[src/hdl/pcet_pkg.sv]
// Package for the periodic coupled event timer: widths, register codes,
// shared types and the saturating time add. No dependencies.
`default_nettype none

package pcet_pkg;

    localparam int TIME_W    = 32;
    localparam int PDATA_W   = 32;
    localparam int PADDR_W   = 5;
    localparam int REG_IDX_W = 3;
    localparam int IVL_W     = 31;

    typedef logic [TIME_W-1:0]    time_t;
    typedef logic [REG_IDX_W-1:0] reg_idx_t;

    localparam reg_idx_t REG_START_TIME      = 3'd0;
    localparam reg_idx_t REG_STOP_TIME       = 3'd1;
    localparam reg_idx_t REG_REPEAT_PERIOD   = 3'd2;
    localparam reg_idx_t REG_FOLLOW_GAP      = 3'd3;
    localparam reg_idx_t REG_COUPLING_ENABLE = 3'd4;

    localparam logic signed [TIME_W-1:0] REPEAT_PERIOD_RST = -32'sd1;
    localparam logic [IVL_W-1:0]         FOLLOW_GAP_RST    = 31'd1;

    typedef struct packed {
        time_t                     start_time;
        time_t                     stop_time;
        logic signed [TIME_W-1:0]  repeat_period;
        logic [IVL_W-1:0]          follow_gap;
        logic                      coupling_enable;
    } cfg_t;

    typedef struct packed {
        logic  load_start;
        time_t start_value;
    } start_load_t;

    typedef struct packed {
        logic fire_main;
        logic fire_coupled;
        logic is_done;
    } report_t;

    function automatic time_t sat_add(input time_t a, input time_t b);
        logic [TIME_W:0] s;
        s = {1'b0, a} + {1'b0, b};
        return s[TIME_W] ? {TIME_W{1'b1}} : s[TIME_W-1:0];
    endfunction

endpackage

`default_nettype wire

[src/hdl/pcet_if.sv]
// Channel interfaces for the timer: tick beats in, report beats out.
// Depends on nothing.
`default_nettype none

interface pcet_tick_if;
    logic        valid;
    logic        ready;
    logic [31:0] current_time;

    modport source (output valid, output current_time, input ready);
    modport sink   (input valid, input current_time, output ready);
endinterface

interface pcet_result_if;
    logic valid;
    logic ready;
    logic fire_main;
    logic fire_coupled;
    logic is_done;

    modport source (output valid, output fire_main, output fire_coupled, output is_done,
                    input ready);
    modport sink   (input valid, input fire_main, input fire_coupled, input is_done,
                    output ready);
endinterface

`default_nettype wire

[src/hdl/pcet_cfg.sv]
// APB-style register file of the timer: five registers, readback, start load.
// Depends on pcet_pkg.
`default_nettype none

module pcet_cfg (
    input  wire logic                          clk,
    input  wire logic                          rst_n,
    input  wire logic                          psel,
    input  wire logic                          penable,
    input  wire logic                          pwrite,
    input  wire logic [pcet_pkg::PADDR_W-1:0]  paddr,
    input  wire logic [pcet_pkg::PDATA_W-1:0]  pwdata,
    output logic      [pcet_pkg::PDATA_W-1:0]  prdata,
    output logic                               pready,
    output pcet_pkg::cfg_t                     cfg,
    output pcet_pkg::start_load_t              start_load
);
    import pcet_pkg::*;

    cfg_t     cfg_reg;
    cfg_t     cfg_next;
    logic     wr;
    reg_idx_t idx;

    assign pready = 1'b1;
    assign wr     = psel && penable && pwrite;
    assign idx    = paddr[PADDR_W-1:2];

    always_comb
    begin
        cfg_next = cfg_reg;
        if (wr)
        begin
            unique case (idx)
                REG_START_TIME:      cfg_next.start_time      = pwdata;
                REG_STOP_TIME:       cfg_next.stop_time       = pwdata;
                REG_REPEAT_PERIOD:   cfg_next.repeat_period   = $signed(pwdata);
                REG_FOLLOW_GAP:      cfg_next.follow_gap      = pwdata[IVL_W-1:0];
                REG_COUPLING_ENABLE: cfg_next.coupling_enable = pwdata[0];
                default:             cfg_next = cfg_reg;
            endcase
        end
    end

    always_ff @(posedge clk or negedge rst_n)
    begin
        if (!rst_n)
        begin
            cfg_reg.start_time      <= '0;
            cfg_reg.stop_time       <= '0;
            cfg_reg.repeat_period   <= REPEAT_PERIOD_RST;
            cfg_reg.follow_gap      <= FOLLOW_GAP_RST;
            cfg_reg.coupling_enable <= 1'b0;
        end
        else
        begin
            cfg_reg <= cfg_next;
        end
    end

    always_comb
    begin
        unique case (idx)
            REG_START_TIME:      prdata = cfg_reg.start_time;
            REG_STOP_TIME:       prdata = cfg_reg.stop_time;
            REG_REPEAT_PERIOD:   prdata = $unsigned(cfg_reg.repeat_period);
            REG_FOLLOW_GAP:      prdata = {1'b0, cfg_reg.follow_gap};
            REG_COUPLING_ENABLE: prdata = {{(PDATA_W-1){1'b0}}, cfg_reg.coupling_enable};
            default:             prdata = '0;
        endcase
    end

    assign cfg                    = cfg_reg;
    assign start_load.load_start  = wr && (idx == REG_START_TIME);
    assign start_load.start_value = pwdata;

endmodule

`default_nettype wire

[src/hdl/pcet_core.sv]
// Timer datapath: tick input register, single-pass step logic and state,
// report output register. Depends on pcet_pkg and pcet_if.
`default_nettype none

module pcet_core (
    input  wire logic                   clk,
    input  wire logic                   rst_n,
    input  wire pcet_pkg::cfg_t         cfg,
    input  wire pcet_pkg::start_load_t  start_load,
    pcet_tick_if.sink                   tick,
    pcet_result_if.source               report
);
    import pcet_pkg::*;

    logic    in_valid_reg;
    time_t   in_time_reg;
    logic    out_valid_reg;
    report_t out_report_reg;
    time_t   next_start_reg;
    logic    expired_reg;
    logic    armed_reg;
    time_t   coupled_due_reg;

    time_t   next_start_next;
    logic    expired_next;
    logic    armed_next;
    time_t   coupled_due_next;
    report_t report_next;

    logic    advance;
    logic    main_due;
    logic    main_ok;

    assign advance    = in_valid_reg && (!out_valid_reg || report.ready);
    assign tick.ready = !in_valid_reg || advance;

    always_comb
    begin
        next_start_next          = next_start_reg;
        expired_next             = expired_reg;
        armed_next               = armed_reg;
        coupled_due_next         = coupled_due_reg;
        report_next.fire_main    = 1'b0;
        report_next.fire_coupled = 1'b0;
        main_due = (in_time_reg >= next_start_reg) && !expired_reg;
        main_ok  = (cfg.stop_time == '0) || (in_time_reg < cfg.stop_time);
        if (armed_reg)
        begin
            if (in_time_reg >= coupled_due_reg)
            begin
                report_next.fire_coupled = 1'b1;
                armed_next               = 1'b0;
            end
        end
        else if (main_due)
        begin
            report_next.fire_main = main_ok;
            if (!main_ok || cfg.repeat_period[TIME_W-1])
            begin
                expired_next = 1'b1;
            end
            if (!cfg.repeat_period[TIME_W-1])
            begin
                next_start_next = sat_add(next_start_reg, $unsigned(cfg.repeat_period));
            end
            if (main_ok && cfg.coupling_enable)
            begin
                armed_next       = 1'b1;
                coupled_due_next = sat_add(next_start_reg, {1'b0, cfg.follow_gap});
            end
        end
        report_next.is_done = expired_next && !armed_next;
    end

    always_ff @(posedge clk or negedge rst_n)
    begin
        if (!rst_n)
        begin
            in_valid_reg    <= 1'b0;
            out_valid_reg   <= 1'b0;
            next_start_reg  <= '0;
            expired_reg     <= 1'b0;
            armed_reg       <= 1'b0;
            coupled_due_reg <= '0;
        end
        else
        begin
            if (tick.ready)
            begin
                in_valid_reg <= tick.valid;
            end
            if (advance)
            begin
                out_valid_reg <= 1'b1;
            end
            else if (report.ready)
            begin
                out_valid_reg <= 1'b0;
            end
            if (start_load.load_start)
            begin
                next_start_reg <= start_load.start_value;
            end
            else if (advance)
            begin
                next_start_reg <= next_start_next;
            end
            if (advance)
            begin
                expired_reg     <= expired_next;
                armed_reg       <= armed_next;
                coupled_due_reg <= coupled_due_next;
            end
        end
    end

    always_ff @(posedge clk)
    begin
        if (tick.ready && tick.valid)
        begin
            in_time_reg <= tick.current_time;
        end
        if (advance)
        begin
            out_report_reg <= report_next;
        end
    end

    assign report.valid        = out_valid_reg;
    assign report.fire_main    = out_report_reg.fire_main;
    assign report.fire_coupled = out_report_reg.fire_coupled;
    assign report.is_done      = out_report_reg.is_done;

endmodule

`default_nettype wire

[src/hdl/periodic_coupled_event_timer.sv]
// Top level of the periodic coupled event timer: register file and datapath.
// Depends on pcet_pkg, pcet_if, pcet_cfg and pcet_core.
//
//   port     dir   beat contents
//   tick     in    current_time[31:0]
//   report   out   fire_main, fire_coupled, is_done
//   apb      in    register writes and reads, byte address 4*index
//
// One tick per cycle sustained while report is ready; a tick's report becomes valid once the
// tick has passed the input register and then the report register.
// The state update is a single compare/add pass between those two registers.
// Reset clears valids, timer state and registers to their defaults.
// A stalled report holds; the input register takes one more tick, then tick stalls.
`default_nettype none

module periodic_coupled_event_timer (
    input  wire logic                          clk,
    input  wire logic                          rst_n,
    input  wire logic                          psel,
    input  wire logic                          penable,
    input  wire logic                          pwrite,
    input  wire logic [pcet_pkg::PADDR_W-1:0]  paddr,
    input  wire logic [pcet_pkg::PDATA_W-1:0]  pwdata,
    output logic      [pcet_pkg::PDATA_W-1:0]  prdata,
    output logic                               pready,
    pcet_tick_if.sink                          tick,
    pcet_result_if.source                      report
);
    import pcet_pkg::*;

    cfg_t        cfg;
    start_load_t start_load;

    pcet_cfg u_cfg (
        .clk        (clk),
        .rst_n      (rst_n),
        .psel       (psel),
        .penable    (penable),
        .pwrite     (pwrite),
        .paddr      (paddr),
        .pwdata     (pwdata),
        .prdata     (prdata),
        .pready     (pready),
        .cfg        (cfg),
        .start_load (start_load)
    );

    pcet_core u_core (
        .clk        (clk),
        .rst_n      (rst_n),
        .cfg        (cfg),
        .start_load (start_load),
        .tick       (tick),
        .report     (report)
    );

endmodule

`default_nettype wire

[src/flat_wrapper.sv]
// flat-port wrapper written by rule: the top's interface ports become plain ports
module periodic_coupled_event_timer_flat import pcet_pkg::*;
  (clk, rst_n, psel, penable, pwrite, paddr, pwdata, prdata, pready, tick_valid, tick_current_time, tick_ready, report_valid, report_fire_main, report_fire_coupled, report_is_done, report_ready);
  pcet_tick_if tick_i ();
  pcet_result_if report_i ();
  input  wire logic clk;
  input  wire logic rst_n;
  input  wire logic psel;
  input  wire logic penable;
  input  wire logic pwrite;
  input  wire logic [pcet_pkg::PADDR_W-1:0] paddr;
  input  wire logic [pcet_pkg::PDATA_W-1:0] pwdata;
  output logic      [pcet_pkg::PDATA_W-1:0] prdata;
  output logic pready;
  input wire logic [$bits(tick_i.valid)-1:0] tick_valid;
  input wire logic [$bits(tick_i.current_time)-1:0] tick_current_time;
  output wire logic [$bits(tick_i.ready)-1:0] tick_ready;
  output wire logic [$bits(report_i.valid)-1:0] report_valid;
  output wire logic [$bits(report_i.fire_main)-1:0] report_fire_main;
  output wire logic [$bits(report_i.fire_coupled)-1:0] report_fire_coupled;
  output wire logic [$bits(report_i.is_done)-1:0] report_is_done;
  input wire logic [$bits(report_i.ready)-1:0] report_ready;
  assign tick_i.valid = tick_valid;
  assign tick_i.current_time = tick_current_time;
  assign tick_ready = tick_i.ready;
  assign report_valid = report_i.valid;
  assign report_fire_main = report_i.fire_main;
  assign report_fire_coupled = report_i.fire_coupled;
  assign report_is_done = report_i.is_done;
  assign report_i.ready = report_ready;
  periodic_coupled_event_timer u_core (.clk(clk), .rst_n(rst_n), .psel(psel), .penable(penable), .pwrite(pwrite), .paddr(paddr), .pwdata(pwdata), .prdata(prdata), .pready(pready), .tick(tick_i), .report(report_i));
endmodule
[config.mk]
export PLATFORM = sky130hd
export DESIGN_NAME = periodic_coupled_event_timer_flat
export DESIGN_NICKNAME = d
export VERILOG_FILES = /design/src/hdl/pcet_pkg.sv /design/src/hdl/pcet_if.sv /design/src/hdl/pcet_cfg.sv /design/src/hdl/pcet_core.sv /design/src/hdl/periodic_coupled_event_timer.sv /design/src/flat_wrapper.sv
export SDC_FILE = /design/constraint.sdc
export NUM_CORES = 1
export LEC_CHECK = 0
export BUFFER_PORTS_ARGS = -buffer_cell sky130_fd_sc_hd__buf_2
export CAP_MARGIN = 5
export CORE_ASPECT_RATIO = 1.75
export CORE_UTILIZATION = 62
export CTS_CLUSTER_DIAMETER = 100
export DETAILED_ROUTE_END_ITERATION = 12
export PLACE_DENSITY = 0.82
export SETUP_SLACK_MARGIN = 0.3
export SYNTH_ARGS = -nofsm -noshare
export SYNTH_HDL_FRONTEND = slang
export SYNTH_SLANG_ARGS = --single-unit
export TNS_END_PERCENT = 10
[constraint.sdc]
create_clock -name clk -period 3.7 [get_ports clk]
set_clock_uncertainty 0.05 [all_clocks]
set_input_delay 1.11 -clock clk [delete_from_list [all_inputs] [get_ports clk]]
set_output_delay 1.11 -clock clk [all_outputs]
set_load 0.02 [all_outputs]
# Word level (Yosys, flattened, before mapping)
# Cells that the tools add are included.
dict set report totals {
  regBits 231
  mem_bits_rw 0
  output_inout_bits 38
  romBits 0
  latchBits 0
  word_cells 76
  inputBits 76
  n_memories 0
}
dict set report classes {
  n_reduce_logical 30
  bitwise_logic 2
  magnitude_cmp 3
  addsub 2
  multipliers 0
  n_mux 18
  n_eq_ne 6
  n_shift 0
  n_div 0
}
# operator count
set op_table {}
lappend op_table {{$mux W32} 7}
lappend op_table {{$pmux W32 S5} 1}
lappend op_table {{$ge A32 B32 Y1} 2}
lappend op_table {{$add A32 B31 Y33} 1}
lappend op_table {{$add A32 B32 Y33} 1}
lappend op_table {{$logic_not A32 Y1} 1}
lappend op_table {{$lt A32 B32 Y1} 1}
lappend op_table {{$mux W1} 10}
lappend op_table {{$reduce_and A2 Y1} 5}
lappend op_table {{$logic_and A1 B1 Y1} 8}
lappend op_table {{$reduce_and A4 Y1} 2}
lappend op_table {{$eq A3 B2 Y1 const B} 2}
lappend op_table {{$reduce_bool A2 Y1} 3}
lappend op_table {{$logic_not A1 Y1} 5}
lappend op_table {{$logic_or A1 B1 Y1} 4}
lappend op_table {{$ne A2 B2 Y1 const B} 2}
lappend op_table {{$eq A3 B1 Y1 const B} 1}
lappend op_table {{$eq A3 B3 Y1 const B} 1}
lappend op_table {{$logic_not A3 Y1} 1}
lappend op_table {{$not A1 Y1} 2}
lappend op_table {{$reduce_or A2 Y1} 1}

# Logic depth before layout (Yosys ltp)
# Gate-level depths: netlist of run 1.
dict set report depth {
  depth_word 8
  depth_mapped 13
  depth_no_buf 12
}

# Cells and area by module
# Synthesis of run 1 repeated with hierarchy kept, for this count alone.
dict set report unflattened {
  hier_cells 1425
  area_unflattened_um2 15542.4
}
# mod cells_each instances seq_area_each_um2 area_per_inst_um2
set by_module_without_submodules {}
lappend by_module_without_submodules {pcet_core 1030 1 2752.6 9285.2}
lappend by_module_without_submodules {pcet_cfg 395 1 3244.4 6257.3}

# Least setup slack after synthesis of run 1
# Ideal clock, no wire load.
dict set report synth_path {
  kind {input-to-output}
  start {in paddr[3] in the netlist's numbering}
  end {out prdata[10] in the netlist's numbering}
  required_ps 2540
  t_arrival_ps 2471
  path_slack_ps 69
  cell_stages 6
  n_path_buf 2
  path_cell_list {clkbuf_1 inv_1 nor3_1 clkbuf_1 a22o_1 a221o_1}
}
dict set report synth_between {
  elab_chain_cells 2
  elab_cells_between_ends 6
  classes_between {eq/ne: 4; mux: 1; reduce/logical: 1}
}
# element line
set synth_lines {}
lappend synth_lines {{start, declared} flat_wrapper.sv:11} ;# input wire logic [pcet_pkg::PADDR_W-1:0] paddr;
lappend synth_lines {{$eq A3 B3 Y1, or another cell as far along} pcet_cfg.sv:63} ;# unique case (idx)
lappend synth_lines {{$pmux W32 S5 *} pcet_cfg.sv:63}
lappend synth_lines {{end, declared} flat_wrapper.sv:13} ;# output logic [pcet_pkg::PDATA_W-1:0] prdata;
# Mark *: on every way between the ends. The rest lies on a longest branch, timed or not.

# Worst setup path in the final report of run 1
dict set report layout_path {
  start {in paddr[3] in the netlist's numbering}
  end {out prdata[14] in the netlist's numbering}
}
# Same word-level chain as after synthesis.

==> results.sh, run 1 <==
export IMPL_cts_root_buf="clkbuf_16"
export IMPL_ys_seq_area_frac=0.399
export IMPL_hold_viol=0
export IMPL_grt_max_degree=75
export IMPL_synthSimpleGateAreaFrac=0.128
export IMPL_fillCellCount=1713
export IMPL_worstHoldPathType="flip-flop to flip-flop"
export IMPL_peakVddDrop_mv=0.460
export IMPL_ys_top_cells_by_area="dfrtp_1, ha_1, edfxtp_1"
export IMPL_layout_nets=1933
export IMPL_path_cells="buf_8 > inv_4 > buf_6 > nor3_4 > buf_12 > buf_8 > a22o_1 > a221o_1 > buf_6"
export IMPL_synthAdderAreaFrac=0.134
export IMPL_overflow=0
export IMPL_fin_crit_sh=0.974
export IMPL_clkPwrFrac=0.244
export IMPL_synth_area_mux_share=0.0492
export IMPL_synth_warnings=0
export IMPL_cts_sinks=231
export IMPL_num_antenna_cells=0
export IMPL_cap_violations=0
export IMPL_antenna_found_initial=0
export IMPL_drt_iter0_markers=1384
export IMPL_arrival_ns=2.44
export IMPL_rows=75
export IMPL_ys_flop_type="dfrtp_1"
export IMPL_num_vias=13400
export IMPL_gr_usage_all_layers=0.391
export IMPL_synth_avg_cell_area_um2=9.70
export IMPL_crit_fanout=8
export IMPL_wl_um=48500
export IMPL_power_uw=8850
export IMPL_min_period_ns=3.60
export IMPL_cts_clk_slew_worst_paths_ns=0.06
export IMPL_routedWlPerCell_um=24.0
export IMPL_p_int_uw=5540
export IMPL_cts_made_buffers=22
export IMPL_rsz0062_at_grt="yes"
export IMPL_firstDrtPassIters=5
export IMPL_synth_compound_area_share=0.213
export IMPL_cp_num_cells=9
export IMPL_hold_path_depth=2
export IMPL_seq_power_share=0.396
export IMPL_synth_largest_area_cell="dfrtp_1"
export IMPL_end_kind="output pin"
export IMPL_die_x_um=120
export IMPL_async_flop_share=0.848
export IMPL_switching_share=0.374
export IMPL_yosysMostFrequentCell="nand2_1"
export IMPL_dieArea_um2=24900
export IMPL_pwr_share_comb=0.360
export IMPL_switching_power_uw=3300
export IMPL_synth_common_cells="nand2_1, dfrtp_1, ha_1"
export IMPL_whs_ns=0.430
export IMPL_grt_pass1_wl_um=73400
export IMPL_synth_edf_count=35
export IMPL_worstMarginPinSlew_ns=0.669
export IMPL_synth_top_area_share=0.272
export IMPL_clockBufferDepth=3
export IMPL_setup_viol=0
export IMPL_max_freq_mhz=277
export IMPL_start_util=0.630
export IMPL_synth_nets=1784
export IMPL_via_per_inst=6.62
export IMPL_power_density_nw_per_um2=508
export IMPL_syn_inst=1548
export IMPL_synth_top_family_by_area="compound AO/OA/AOI/OAI gates"
export IMPL_io_pins=114
export IMPL_ctsHoldBuffers=0
export IMPL_status="completed"
export IMPL_core_area_um2=23800
export IMPL_critPathBufInv=6
export IMPL_largest_reg_flops=128
export IMPL_cp_slowest_cell="nor3_4"
export IMPL_netlist_area_um2=15000
export IMPL_drive_above_1_share=0.215
export IMPL_finalSetupTns_ns=0
export IMPL_yosysUniqueCellTypes=72
export IMPL_synthXorXnorAreaFrac=0.0297
export IMPL_cp_start_kind="input pin"
export IMPL_finalMaxSlewViolations=0
export IMPL_yosys_register_bits=231
export IMPL_worstSkewPairLatency_ns=0.54
export IMPL_hpwl_um=34800
export IMPL_maxSlewHeadroom=0.552
export IMPL_areaGrowthSynthToFinish_pct=15.9
export IMPL_worst_path_dominant_cell_family="buffers and inverters"
export IMPL_cts_tree="built"
export IMPL_place_congestion=1.04
export IMPL_slowest_delay_ns=0.26
export IMPL_grt_pass1_vias=13500
export IMPL_die_y_um=208
export IMPL_leakagePower_uw=0.00858
export IMPL_r2r_slack_ns=0.34
export IMPL_remaining_drc_errors=0
export IMPL_path_class="input pin to output pin"
export IMPL_r2r_cells=11
export IMPL_portBuffers=110
export IMPL_h_tree_depth=1
export IMPL_cp_required_ns=2.54
export IMPL_ant_nets=0
## placed cells by master (no fill, tap or decap), drive strengths merged, types with 20 or more instances in the layout
master,instances
nand2,213
buf,184
dfrtp,163
ha,158
inv,112
a21oi,103
o21ai,101
mux2,63
nor2,62
a21o,58
clkbuf,38
edfxtp,35
xnor2,34
dfstp,33
a22o,30
a221o,29
o221ai,29
nor3,25
nand4,24
nand3,20
## final timing paths
| kind | startpoint | endpoint |
|---|---|---|
| max | paddr[3] | prdata[14] |
| min | u_core.u_cfg.cfg[97] | u_core.u_cfg.cfg[97] |
| max reg2reg | u_core.u_core.next_start_reg[0] | u_core.u_core.next_start_reg[30] |
| min reg2reg | u_core.u_cfg.cfg[97] | u_core.u_cfg.cfg[97] |
| max in group asynchronous | rst_n | u_core.u_cfg.cfg[40] |
| min in group asynchronous | rst_n | u_core.u_core.coupled_due_reg[7] |
## cell type report
class                           count  area (um^2)  area share
Tap cell                          308          385      0.0221
Multi-Input combinational cell   1144         8510       0.489
Clock inverter                      3         12.5    0.000719
Inverter                          112          423      0.0243
Timing Repair Buffer              186         1440      0.0828
Sequential cell                   231         6000       0.344
Clock buffer                       36          634      0.0364
## worst register-to-register path, stage by stage, from the launching register on
cell	delay (ns)
dfrtp_1	0.39
ha_1	0.24
fa_2	0.40
a211oi_4	0.27
o211ai_2	0.17
a221oi_4	0.43
o31ai_4	0.15
o221a_2	0.30
a221oi_2	0.30
o21ai_0	0.21
xnor2_1	0.23
a21oi_1	0.10
## layer usage
layer / track usage / wire length [um] / share of wire
met1: 0.400 / 16000 / 0.33
met2: 0.669 / 23500 / 0.48
met3: 0.0604 / 3250 / 0.067
met4: 0.370 / 5830 / 0.12
met5: 0 / 0 / 0
## cell families (layout without fill, tap and decap cells)
group,after synthesis,count (layout)
AOI/OAI and AO/OA,447,447
and+or+nand+nor,418,419
DFF,231,231
buffers and inverters,174,337
adders and majority gates,160,160
muxes,66,66
xor gates and xnor gates,51,51
other,1,1
## timing repair
| action | in CTS | in global routing |
|---|---|---|
| pin swaps | 9 | 8 |
| cloned | 4 | 1 |
| endpoints found under the hold margin | 0 | 0 |
| buffers inserted | 15 | 3 |
| endpoints found under the setup margin | 35 | 94 |
| resized for setup | 36 | 26 |
## through the flow
stage	cells	utilization	setup slack (ns)	cell area [um^2]
detailed placement	1958	0.683	-0.372	16300
finish	2020	0.730	0.0963	17400
floorplan	1548	-	0.286	15000
global placement	1958	0.683	-0.341	16300
global route	2020	0.730	0.0892	17400
CTS	2016	0.723	0.179	17200
## power by group through the flow
stage               combinational, uW  clock, uW  sequential (uW)
floorplan                        2180          0             3300
global placement                 2880          0             3490
detailed placement               2990          0             3500
CTS                              3060       2150             3460
global route                     3480       2240             3510
finish                           3180       2160             3510
Note: power is estimated with default switching activity, not from simulation.
==> inputs of run 2 (changes only) <==
--- a/config.mk
+++ b/config.mk
@@ -11,7 +11,7 @@
 export CORE_UTILIZATION = 62
 export CTS_CLUSTER_DIAMETER = 100
 export DETAILED_ROUTE_END_ITERATION = 12
-export PLACE_DENSITY = 0.82
+export PLACE_DENSITY = 0.93
 export SETUP_SLACK_MARGIN = 0.3
 export SYNTH_ARGS = -nofsm -noshare
 export SYNTH_HDL_FRONTEND = slang
==> results.sh, run 2 (synthesis results as in run 1) <==
export IMPL_status="completed"
export IMPL_dp_cells=1953
export IMPL_clockBufferDepth=3
export IMPL_rows=75
export IMPL_layout_common_cells="nand2_1, dfrtp_1, ha_1"
export IMPL_grt_pass1_wl_um=74500
export IMPL_firstDrtPassIters=6
export IMPL_place_ws_ns=0.189
export IMPL_maxSlewHeadroom=0.524
export IMPL_fin_cells=2002
export IMPL_placed_area_um2=16200
export IMPL_final_common_cell="nand2_1"
export IMPL_path_class="input pin to output pin"
export IMPL_finalSetupTns_ns=0
export IMPL_die_x_um=120
export IMPL_antenna_found_initial=4
export IMPL_rsz0062_at_grt="yes"
export IMPL_overflow=0
export IMPL_worstSkewPairLatency_ns=0.53
export IMPL_cap_violations=0
export IMPL_fin_area_um2=17100
export IMPL_wl_um=48100
export IMPL_hp_start="u_core.u_cfg.cfg[101]"
export IMPL_routedWlPerCell_um=24.0
export IMPL_dieArea_um2=24900
export IMPL_cts_made_buffers=23
export IMPL_worstMarginPinSlew_ns=0.714
export IMPL_max_freq_mhz=289
export IMPL_ant_nets=0
export IMPL_r2r_end="u_core.u_core.next_start_reg[30]"
export IMPL_slowest_delay_ns=0.31
export IMPL_portBuffers=110
export IMPL_die_y_um=208
export IMPL_rr_startpoint="u_core.u_core.next_start_reg[9]"
export IMPL_holdPathEnd="u_core.u_cfg.cfg[101]"
export IMPL_cp_required_ns=2.54
export IMPL_cts_root_buf="clkbuf_16"
export IMPL_num_vias=13500
export IMPL_setup_viol=0
export IMPL_r2r_slack_ns=0.33
export IMPL_drive_above_1_share=0.208
export IMPL_core_area_um2=23800
export IMPL_place_congestion=1.03
export IMPL_cp_start_kind="input pin"
export IMPL_r2r_cells=13
export IMPL_leakagePower_uw=0.00844
export IMPL_io_pins=114
export IMPL_h_tree_depth=1
export IMPL_gr_usage_all_layers=0.393
export IMPL_crit_top_cell="buf_2"
export IMPL_arrival_ns=2.31
export IMPL_hpwl_um=35600
export IMPL_fin_crit_sh=0.937
export IMPL_hold_path_depth=2
export IMPL_layout_nets=1910
export IMPL_path_cells="buf_2 > inv_2 > nor3_4 > buf_12 > a22o_1 > a221o_1 > buf_2"
export IMPL_largest_reg_flops=128
export IMPL_cts_tree="built"
export IMPL_areaGrowthSynthToFinish_pct=14.1
export IMPL_fillCellCount=1683
export IMPL_peakVddDrop_mv=0.447
export IMPL_end_kind="output pin"
export IMPL_cts_clk_slew_worst_paths_ns=0.06
export IMPL_via_per_inst=6.75
export IMPL_remaining_drc_errors=0
export IMPL_grt_pass1_vias=14000
export IMPL_grt_max_degree=82
export IMPL_fin_ws_ns=0.235
export IMPL_finalMaxSlewViolations=0
export IMPL_power_density_nw_per_um2=531
export IMPL_hold_viol=0
export IMPL_cts_sinks=231
export IMPL_drt_iter0_markers=1138
export IMPL_min_period_ns=3.47
export IMPL_crit_fanout=31
export IMPL_worstHoldPathType="flip-flop to flip-flop"
export IMPL_cp_slowest_cell="a221o_1"
export IMPL_start_util=0.630
==> run 2: cell types whose count changed in the layout (fill, tap and decap cells not counted), moves of 5 or more <==
| cell | before | now |
|---|---|---|
| buf_2 | 96 | 104 |
| clkbuf_1 | 12 | 7 |
| buf_6 | 17 | 2 |
| buf_4 | 55 | 47 |
==> run 2: area by class of cell <==
type | instances | area, um^2 | share of cell area
Antenna cell | 4 | 10.0 | 0.000584
Clock buffer | 33 | 643 | 0.0375
Clock inverter | 8 | 119 | 0.00694
Inverter | 112 | 420 | 0.0245
Multi-Input combinational cell | 1143 | 8470 | 0.494
Sequential cell | 231 | 6000 | 0.350
Tap cell | 308 | 385 | 0.0225
Timing Repair Buffer | 163 | 1090 | 0.0636
==> run 2: where the power goes <==
| group | internal, uW | switching [uW] |
|---|---|---|
| Clock | 1420 | 1020 |
| Combinational | 1320 | 1840 |
| Sequential | 3020 | 482 |
| Total | 5760 | 3340 |
==> run 2: per-stage QoR <==
| stage | power (uW) | util | hold slack (ns) |
|---|---|---|---|
| floorplan | 5480 | - | 0.395 |
| global placement | 6360 | 0.681 | 0.408 |
| detailed placement | 6510 | 0.681 | 0.413 |
| CTS | 8960 | 0.714 | 0.429 |
| global route | 9490 | 0.719 | 0.441 |
| finish | 9100 | 0.719 | 0.428 |
==> run 2: worst max-delay path by stage <==
stage / from / slack [ns] / endpoint / cells after the start
global placement: paddr[2] / 0.20 / prdata[14] / 6
CTS: paddr[3] / 0.25 / prdata[14] / 7
global route: u_core.u_cfg.cfg[38] / 0.18 / u_core.u_core.next_start_reg[31] / 11
finish: paddr[3] / 0.23 / prdata[16] / 7
detailed placement: paddr[3] / 0.19 / prdata[15] / 7
floorplan: paddr[2] / 0.29 / prdata[10] / 5
==> run 2: timing repair <==
item,in CTS,in global routing
setup buffers,0,4
resized for setup,9,17
hold buffers,0,0
setup endpoints to repair,31,90
pin swaps,3,2
endpoints found under the hold margin,0,0
==> run 2: critical path, delay by kind of cell <==
family          cells  cell delay, ns
simple gates        1            0.05
compound gates      2            0.58
buf+inv             4            0.54
==> run 2: routing by layer <==
metal / up-vias / routed length (um) / track usage
li1: 5931 / - / -
met1: 6500 / 15500 / 0.393
met2: 759 / 23600 / 0.671
met3: 317 / 2990 / 0.0668
met4: 2 / 6010 / 0.391
met5: - / 8 / 0
